==> src/hdl/tsau_pkg.sv <==
`timescale 1ns / 1ps
// ----------------------------------------------------------------------------
// tsau_pkg
// Types and codes shared by the Thumb-2 store address unit.
// ----------------------------------------------------------------------------
package tsau_pkg;

    localparam logic [1:0] OP_STRB     = 2'd0;
    localparam logic [1:0] OP_STRH_IMM = 2'd1;
    localparam logic [1:0] OP_STRH_REG = 2'd2;
    localparam logic [1:0] OP_STRD_IMM = 2'd3;

    localparam logic [1:0] KIND_STORE     = 2'd0;
    localparam logic [1:0] KIND_WRITEBACK = 2'd1;
    localparam logic [1:0] KIND_ERROR     = 2'd2;

    localparam logic [1:0] SIZE_BYTE = 2'd0;
    localparam logic [1:0] SIZE_HALF = 2'd1;
    localparam logic [1:0] SIZE_WORD = 2'd2;

    // STRB encodings, tested on instruction bits 31:20 (and bit 11 for imm8)
    localparam logic [11:0] STRB_IMM12_OPC = 12'hF88;
    localparam logic [11:0] STRB_IMM8_OPC  = 12'hF80;

    localparam int unsigned PLAN_DEPTH = 3;

    typedef struct packed {
        logic [1:0]  operation;
        logic [31:0] instruction;
        logic [31:0] base_value;
        logic [31:0] index_value;
        logic [31:0] store_value;
        logic [31:0] store_value_second;
        logic [31:0] pc_value;
    } item_t;

    typedef struct packed {
        logic [1:0]  kind;
        logic [1:0]  access_size;
        logic [31:0] address;
        logic [31:0] data;
        logic [3:0]  write_register;
        logic [31:0] next_pc;
        logic        last;
    } result_t;

    typedef struct packed {
        logic [1:0]  kind;
        logic [1:0]  access_size;
        logic [31:0] address;
        logic [31:0] data;
        logic [3:0]  write_register;
    } entry_t;

    // Decoded instruction: up to three transfers plus the PC for the final one
    typedef struct packed {
        entry_t [PLAN_DEPTH-1:0] entry;
        logic [1:0]              last_idx;
        logic [31:0]             next_pc;
    } plan_t;

endpackage

==> src/hdl/thumb2_store_address_unit.sv <==
`timescale 1ns / 1ps
// ----------------------------------------------------------------------------
// thumb2_store_address_unit
// Executes Thumb-2 STRB, STRH and STRD stores: address generation, store
// transfers, base write-back and next PC.
// ----------------------------------------------------------------------------
//  channel   valid          stall          payload
//  input     item_valid     item_stall     item   (tsau_pkg::item_t)
//  output    result_valid   result_stall   result (tsau_pkg::result_t)
//
// Input register, decode, transfer buffer, result register.
// An instruction passes the input register and transfer buffer, and each of its
// results the result register. One result per cycle while result_stall is low;
// an instruction holds the buffer for its 1 to 3 results (STRD with write-back: 3).
// Reset clears all valid flags; result_stall holds the result register and
// backs up through the buffer to item_stall.
// ----------------------------------------------------------------------------
module thumb2_store_address_unit
(
    input  logic              clk,
    input  logic              rst_n,
    input  logic              item_valid,
    output logic              item_stall,
    input  tsau_pkg::item_t   item,
    output logic              result_valid,
    input  logic              result_stall,
    output tsau_pkg::result_t result
);

    logic            in_v_reg;
    logic            in_v_next;
    tsau_pkg::item_t in_reg;
    tsau_pkg::plan_t plan;
    logic            plan_ready;
    logic            in_take;
    logic [1:0]      idx;
    logic [1:0]      last_idx;
    logic            busy;

    assign item_stall = in_v_reg && !plan_ready;
    assign in_take    = item_valid && !item_stall;

    always_comb
    begin
        in_v_next = in_v_reg;
        if (in_take)
        begin
            in_v_next = 1'b1;
        end
        else if (plan_ready)
        begin
            in_v_next = 1'b0;
        end
    end

    always_ff @(posedge clk or negedge rst_n)
    begin
        if (!rst_n)
        begin
            in_v_reg <= 1'b0;
        end
        else
        begin
            in_v_reg <= in_v_next;
        end
    end

    always_ff @(posedge clk)
    begin
        if (in_take)
        begin
            in_reg <= item;
        end
    end

    tsau_decode u_decode
    (
        .item (in_reg),
        .plan (plan)
    );

    tsau_issue u_issue
    (
        .clk          (clk),
        .rst_n        (rst_n),
        .plan_valid   (in_v_reg),
        .plan         (plan),
        .plan_ready   (plan_ready),
        .result_valid (result_valid),
        .result_stall (result_stall),
        .result       (result),
        .idx          (idx),
        .last_idx     (last_idx),
        .busy         (busy)
    );

    a_idx_bound: assert property (@(posedge clk) disable iff (!rst_n)
        busy |-> (idx <= last_idx))
        else $error("transfer index beyond last transfer");

    a_error_last: assert property (@(posedge clk) disable iff (!rst_n)
        (result_valid && result.kind == tsau_pkg::KIND_ERROR) |-> result.last)
        else $error("error result not marked last");

    a_pc_only_last: assert property (@(posedge clk) disable iff (!rst_n)
        (result_valid && !result.last) |-> (result.next_pc == 32'd0))
        else $error("next PC on a non-final transfer");

    a_wb_last: assert property (@(posedge clk) disable iff (!rst_n)
        (result_valid && result.kind == tsau_pkg::KIND_WRITEBACK) |-> result.last)
        else $error("write-back not the final transfer");

endmodule

==> src/hdl/tsau_decode.sv <==
`timescale 1ns / 1ps
// ----------------------------------------------------------------------------
// tsau_decode
// Decodes one store instruction and forms its addresses and transfers.
// ----------------------------------------------------------------------------
module tsau_decode
(
    input  tsau_pkg::item_t item,
    output tsau_pkg::plan_t plan
);

    logic        strb_imm12;
    logic        strb_imm8;
    logic        up;
    logic        pre;
    logic        wb;
    logic [31:0] addend;
    logic [31:0] offs;
    logic [31:0] addr;
    logic [31:0] addr_hi;
    logic [3:0]  rn_idx;
    logic [31:0] insn;
    logic [31:0] rn_val;

    assign insn   = item.instruction;
    assign rn_val = item.base_value;
    assign rn_idx = insn[19:16];

    assign strb_imm12 = (insn[31:20] == tsau_pkg::STRB_IMM12_OPC);
    assign strb_imm8  = (insn[31:20] == tsau_pkg::STRB_IMM8_OPC) && insn[11];

    always_comb
    begin
        addend = {20'd0, insn[11:0]};
        up     = 1'b1;
        pre    = 1'b1;
        wb     = 1'b0;
        case (item.operation)
            tsau_pkg::OP_STRB:
            begin
                if (!strb_imm12)
                begin
                    addend = {24'd0, insn[7:0]};
                    up     = insn[9];
                    pre    = insn[10];
                    wb     = insn[8];
                end
            end
            tsau_pkg::OP_STRH_IMM:
            begin
                addend = {20'd0, insn[11:0]};
            end
            tsau_pkg::OP_STRH_REG:
            begin
                addend = item.index_value << insn[5:4];
            end
            tsau_pkg::OP_STRD_IMM:
            begin
                addend = {22'd0, insn[7:0], 2'b00};
                up     = insn[23];
                pre    = insn[24];
                wb     = insn[21];
            end
            default:
            begin
                addend = {20'd0, insn[11:0]};
            end
        endcase
    end

    assign offs    = up ? rn_val + addend : rn_val - addend;
    assign addr    = pre ? offs : rn_val;
    assign addr_hi = pre ? offs + 32'd4 : rn_val + 32'd4;

    always_comb
    begin
        plan          = '0;
        plan.next_pc  = item.pc_value + 32'd4;
        plan.last_idx = 2'd0;

        plan.entry[0].kind    = tsau_pkg::KIND_STORE;
        plan.entry[0].address = addr;

        plan.entry[1].kind           = tsau_pkg::KIND_WRITEBACK;
        plan.entry[1].access_size    = tsau_pkg::SIZE_WORD;
        plan.entry[1].data           = offs;
        plan.entry[1].write_register = rn_idx;

        plan.entry[2].kind           = tsau_pkg::KIND_WRITEBACK;
        plan.entry[2].access_size    = tsau_pkg::SIZE_WORD;
        plan.entry[2].data           = offs;
        plan.entry[2].write_register = rn_idx;

        case (item.operation)
            tsau_pkg::OP_STRB:
            begin
                plan.entry[0].access_size = tsau_pkg::SIZE_BYTE;
                plan.entry[0].data        = {24'd0, item.store_value[7:0]};
                if (strb_imm8)
                begin
                    plan.last_idx = {1'b0, wb};
                end
                else if (!strb_imm12)
                begin
                    plan.entry[0] = '0;
                    plan.entry[0].kind = tsau_pkg::KIND_ERROR;
                end
            end
            tsau_pkg::OP_STRH_IMM, tsau_pkg::OP_STRH_REG:
            begin
                plan.entry[0].access_size = tsau_pkg::SIZE_HALF;
                plan.entry[0].data        = {16'd0, item.store_value[15:0]};
            end
            tsau_pkg::OP_STRD_IMM:
            begin
                plan.entry[0].access_size = tsau_pkg::SIZE_WORD;
                plan.entry[0].data        = item.store_value;
                plan.entry[1]             = '0;
                plan.entry[1].kind        = tsau_pkg::KIND_STORE;
                plan.entry[1].access_size = tsau_pkg::SIZE_WORD;
                plan.entry[1].address     = addr_hi;
                plan.entry[1].data        = item.store_value_second;
                plan.last_idx             = wb ? 2'd2 : 2'd1;
            end
            default:
            begin
                plan.last_idx = 2'd0;
            end
        endcase
    end

endmodule

==> src/hdl/tsau_issue.sv <==
`timescale 1ns / 1ps
// ----------------------------------------------------------------------------
// tsau_issue
// Holds one decoded instruction and issues its transfers through the
// result register, one per cycle unless result_stall holds that register.
// ----------------------------------------------------------------------------
module tsau_issue
(
    input  logic            clk,
    input  logic            rst_n,
    input  logic            plan_valid,
    input  tsau_pkg::plan_t plan,
    output logic            plan_ready,
    output logic            result_valid,
    input  logic            result_stall,
    output tsau_pkg::result_t result,
    output logic [1:0]      idx,
    output logic [1:0]      last_idx,
    output logic            busy
);

    logic              plan_v_reg;
    logic              plan_v_next;
    tsau_pkg::plan_t   plan_reg;
    logic [1:0]        idx_reg;
    logic [1:0]        idx_next;
    logic              out_v_reg;
    logic              out_v_next;
    tsau_pkg::result_t out_reg;
    tsau_pkg::result_t out_next;
    tsau_pkg::entry_t  cur;
    logic              out_load;
    logic              plan_done;
    logic              plan_load;
    logic              is_last;

    assign out_load   = plan_v_reg && (!out_v_reg || !result_stall);
    assign is_last    = (idx_reg == plan_reg.last_idx);
    assign plan_done  = out_load && is_last;
    assign plan_ready = !plan_v_reg || plan_done;
    assign plan_load  = plan_valid && plan_ready;

    assign cur = plan_reg.entry[idx_reg];

    always_comb
    begin
        out_next.kind           = cur.kind;
        out_next.access_size    = cur.access_size;
        out_next.address        = cur.address;
        out_next.data           = cur.data;
        out_next.write_register = cur.write_register;
        out_next.last           = is_last;
        out_next.next_pc        = is_last ? plan_reg.next_pc : 32'd0;
    end

    always_comb
    begin
        plan_v_next = plan_v_reg;
        idx_next    = idx_reg;
        if (plan_load)
        begin
            plan_v_next = 1'b1;
            idx_next    = 2'd0;
        end
        else if (plan_done)
        begin
            plan_v_next = 1'b0;
            idx_next    = 2'd0;
        end
        else if (out_load)
        begin
            idx_next = idx_reg + 2'd1;
        end
        out_v_next = out_v_reg;
        if (out_load)
        begin
            out_v_next = 1'b1;
        end
        else if (!result_stall)
        begin
            out_v_next = 1'b0;
        end
    end

    always_ff @(posedge clk or negedge rst_n)
    begin
        if (!rst_n)
        begin
            plan_v_reg <= 1'b0;
            idx_reg    <= 2'd0;
            out_v_reg  <= 1'b0;
        end
        else
        begin
            plan_v_reg <= plan_v_next;
            idx_reg    <= idx_next;
            out_v_reg  <= out_v_next;
        end
    end

    always_ff @(posedge clk)
    begin
        if (plan_load)
        begin
            plan_reg <= plan;
        end
        if (out_load)
        begin
            out_reg <= out_next;
        end
    end

    assign result_valid = out_v_reg;
    assign result       = out_reg;
    assign idx          = idx_reg;
    assign last_idx     = plan_reg.last_idx;
    assign busy         = plan_v_reg;

endmodule
==> config.mk <==
export PLATFORM = sky130hd
export DESIGN_NAME = thumb2_store_address_unit
export DESIGN_NICKNAME = d
export VERILOG_FILES = /design/src/hdl/tsau_pkg.sv /design/src/hdl/thumb2_store_address_unit.sv /design/src/hdl/tsau_decode.sv /design/src/hdl/tsau_issue.sv
export SDC_FILE = /design/constraint.sdc
export NUM_CORES = 1
export LEC_CHECK = 0
export BUFFER_PORTS_ARGS = -buffer_cell sky130_fd_sc_hd__buf_2
export CORE_MARGIN = 1
export CORE_UTILIZATION = 40
export DETAILED_ROUTE_END_ITERATION = 10
export GPL_TIMING_DRIVEN = 0
export PLACE_DENSITY = 0.68
export SLEW_MARGIN = 20
export SYNTH_ARGS = -nofsm -noshare
export SYNTH_HDL_FRONTEND = slang
export SYNTH_SLANG_ARGS = --single-unit
export TNS_END_PERCENT = 100
==> constraint.sdc <==
create_clock -name clk -period 6.6 [get_ports clk]
set_input_delay 1.32 -clock clk [delete_from_list [all_inputs] [get_ports clk]]
set_output_delay 1.32 -clock clk [all_outputs]
set_load 0.02 [all_outputs]
==> results_dict.tcl <==
set metrics [dict create \
    min_path_type "reg -> reg" \
    remaining_drc_errors 0 \
    routed_wirelength_um 61800 \
    holdPathEnd "u_issue.plan_reg[0]" \
    p_sw_w 0.00578 \
    tightest_slew_ps 1020 \
    startpoint_type "register" \
    placed_area_um2 26300 \
    drive_gt1_share_pct 23.1 \
    multi_input_area_um2 8240 \
    critPathMaxStageDelay_ps 550 \
    drtIter0Drc 1029 \
    ys_warn_count 0 \
    p_seq_share_pct 36.8 \
    synthesis.nets 2062 \
    hold_slack_ps 445 \
    cts.htree.levels 2 \
    p_int_w 0.00904 \
    grt_use_total_pct 20.3 \
    period_share_pct 95.7 \
    skew_ps 23.0 \
    timing.rr.end "u_issue.plan_reg[165]" \
    r2r_slack_ps 280 \
    dp_hpwl_um 46800 \
    ir_worst_vdd_mv 0.282 \
    ff2ff_path_depth 22 \
    sw_frac_of_total_pct 39.0 \
    min_path_cells 0 \
    die_w_um 245 \
    ioPinCount 305 \
    worstSkewPairLatency_ps 610 \
    syn_inst 1817 \
    coreArea_um2 58000 \
    seq_area_um2 15200 \
    area.growth.synth_to_final_pct 20.2 \
    largest_reg_flops 204 \
    cts.clk_slew.worst_paths_ps 60 \
    grt_start_max_net_pins 65 \
    timing.rr.start "in_reg[192]" \
    cts_buffers 53 \
    clk_path_buf_depth 3 \
    post_synth_num_cell_types 90 \
    max_freq_mhz 158 \
    initial_core_util_pct 40.7 \
    relSlewSlack_pct 31.8 \
    status "complete, no violations" \
    synthDominantCellAreaShare_pct 63.7 \
    num_vias 15800 \
    die_h_um 245 \
    wire_per_inst_um 20.6 \
    finalSetupViolCount 0 \
    fin_nets 2435 \
    first_global_vias 15600 \
    ctsHoldBuffers 0 \
    worstPathRequired_ps 6940 \
    port-buffer-count 300 \
    fin_area_um2 28400 \
    antenna_found_initial 5 \
    via_per_inst 5.26 \
    clock-root-buffer "clkbuf_16" \
    cp-end-kind "register" \
    hold_viol 0 \
    cp_cell_sequence "inv_1 > ha_1 > or3b_2 > a2bb2oi_2 > ha_1 > o211ai_1 > inv_1 > a21o_1 > xor2_1 > ha_1 > buf_2 > a21oi_1 > nor2b_1 > o21ai_2 > a2111oi_4 > and3_1 > or3_4 > or4_4 > buf_6 > or4b_1 > xnor2_1 > nor2_1" \
    synth.ff_latch_count 506 \
    arrival_ps 6660 \
    postSynth.asyncResetShare_pct 0.988 \
    cts_sinks 506 \
    fillCellCount 5020 \
    drv_slew 0 \
    grt_pass1_wl_um 92000 \
    ant_nets 0 \
    cp_max_fo 9 \
    critPathKind "reg -> reg" \
    min_period_ps 6320 \
    cts_tree "done" \
    firstDrtPassIters 5 \
    path_common_cell "ha_1" \
    yosys.area.top_type "edfxtp_1" \
    netlist_area_um2 23600 \
    hp-start "in_reg[0]" \
    ys_top_cells_by_area "edfxtp_1 64%, mux2i_1 4.1%, nand2_1 2.7%" \
    rows 88 \
    synth_flop_cell "edfxtp_1" \
    p_comb_share_pct 43.5 \
    gp_congestion 0.897 \
    maxCapViolations 0 \
    synth_edf_count 501 \
    synth_area_per_cell_um2 13.0 \
    ys_seq_area_share_pct 64.2 \
    power_frac_clock_pct 19.8 \
    cp_slowest_cell "or3b_2" \
    power_per_cell_area_nw_per_um2 522 \
    leakage_nw 10.6 \
    dieArea_um2 60100 \
    grt.overflow.total 0 \
]
-- worst max-delay path by stage --
stage | from | end | slack [ps] | cells past startpoint
2_1_floorplan | in_reg[164] | u_issue.plan_reg[165] | 40 | 27
3_3_place_gp | in_reg[164] | u_issue.plan_reg[173] | -1590 | 26
3_5_place_dp | in_reg[164] | u_issue.plan_reg[172] | -1710 | 27
4_1_cts | in_reg[165] | u_issue.plan_reg[165] | 50 | 22
5_1_grt | in_reg[192] | u_issue.plan_reg[165] | -8 | 23
6_report | in_reg[192] | u_issue.plan_reg[165] | 280 | 22
-- timing repair --
item,4_1_cts,5_1_grt
endpoints found under the setup margin,61,18
buffers inserted,11,9
pin swaps,11,10
hold endpoints to repair,0,0
resized for setup,41,41
-- per-layer routing --
layer	vias to the layer above	GRT usage (%)	wire length [um]
met5	-	0	27
met4	4	5.02	1260
met3	80	3.75	4010
met2	513	34.8	30400
met1	7632	26.5	26100
li1	7542	-	-
-- power by group through the flow --
| stage | clock network (W) | logic [W] | registers (W) |
|---|---|---|---|
| 3_5_place_dp | 0 | 0.00614 | 0.00551 |
| 2_1_floorplan | 0 | 0.00391 | 0.00575 |
| 5_1_grt | 0.00311 | 0.00704 | 0.00553 |
| 3_3_place_gp | 0 | 0.00591 | 0.00560 |
| 4_1_cts | 0.00300 | 0.00635 | 0.00545 |
| 6_report | 0.00293 | 0.00644 | 0.00545 |
-- cell usage after synthesis, drive strengths merged, types with 5 or more instances --
| cell type | number |
|---|---|
| a211oi | 15 |
| a21o | 24 |
| a21oi | 66 |
| a22o | 7 |
| a31oi | 12 |
| and2 | 88 |
| and3 | 24 |
| and4 | 8 |
| buf | 17 |
| clkbuf | 65 |
| dfrtp | 5 |
| edfxtp | 501 |
| ha | 46 |
| inv | 38 |
| mux2 | 21 |
| mux2i | 97 |
| mux4 | 8 |
| nand2 | 172 |
| nand2b | 15 |
| nand3 | 32 |
| nand3b | 5 |
| nand4 | 11 |
| nor2 | 142 |
| nor2b | 23 |
| nor3 | 31 |
| nor3b | 12 |
| nor4 | 10 |
| o211ai | 15 |
| o21a | 8 |
| o21ai | 85 |
| o21bai | 5 |
| o22ai | 9 |
| o31a | 7 |
| o31ai | 9 |
| or2 | 9 |
| or3 | 10 |
| or4 | 5 |
| xnor2 | 65 |
| xor2 | 35 |
-- layout by cell type, fill, tap and decap left out, drive strengths merged, types with 31 or more instances in the layout --
cell type / instances
xnor2: 65
ha: 46
o21ai: 85
nand2: 172
a21oi: 66
clkbuf: 120
and2: 88
buf: 347
inv: 43
nor2: 142
mux2i: 97
nor3: 31
nand3: 32
edfxtp: 501
xor2: 35
-- cell families after synthesis --
| family | Yosys count | synth area share, % |
|---|---|---|
| xor gates and xnor gates | 100 | 3.71 |
| adders and majority gates | 47 | 2.52 |
| DFF | 506 | 64.2 |
| buffers and inverters | 120 | 1.98 |
| muxes | 126 | 5.87 |
| AOI/OAI and AO/OA | 306 | 8.54 |
| and+or+nand+nor | 612 | 13.2 |
-- critical path, delay by kind of cell (launching register included) --
kind                     cells  cell delay [ps]
XOR/XNOR                     2              350
adder cells (fa/ha/maj)      3              870
flip-flops                   1              430
AND/OR/NAND/NOR              7             2410
AO/OA/AOI/OAI                6             1470
buffers and inverters        4              510
-- stage by stage --
stage	std cells	util, %	setup WS (ps)	total power, W	TNS (ps)
after floorplan	1817	-	44.8	0.00966	0
after global placement	2882	45.0	-1590	0.0115	-37140
after detailed placement	2890	45.3	-1710	0.0116	-41360
after CTS	2991	48.7	54.0	0.0148	0
after global routing	2997	48.9	-7.55	0.0157	-9.06
final	3000	48.9	285	0.0148	0
-- layout make-up --
type | count | share of cell area, %
plain buffers | 72 | 1.16
clock inverters | 30 | 1.17
well taps | 765 | 3.37
flip-flops and latches | 506 | 53.4
clock buffers | 67 | 4.85
diodes | 3 | 0.0264
multi-input cells | 1191 | 29.0
repair buffers | 328 | 6.48
inverters | 38 | 0.520
Power figures use the tool's default switching activity.
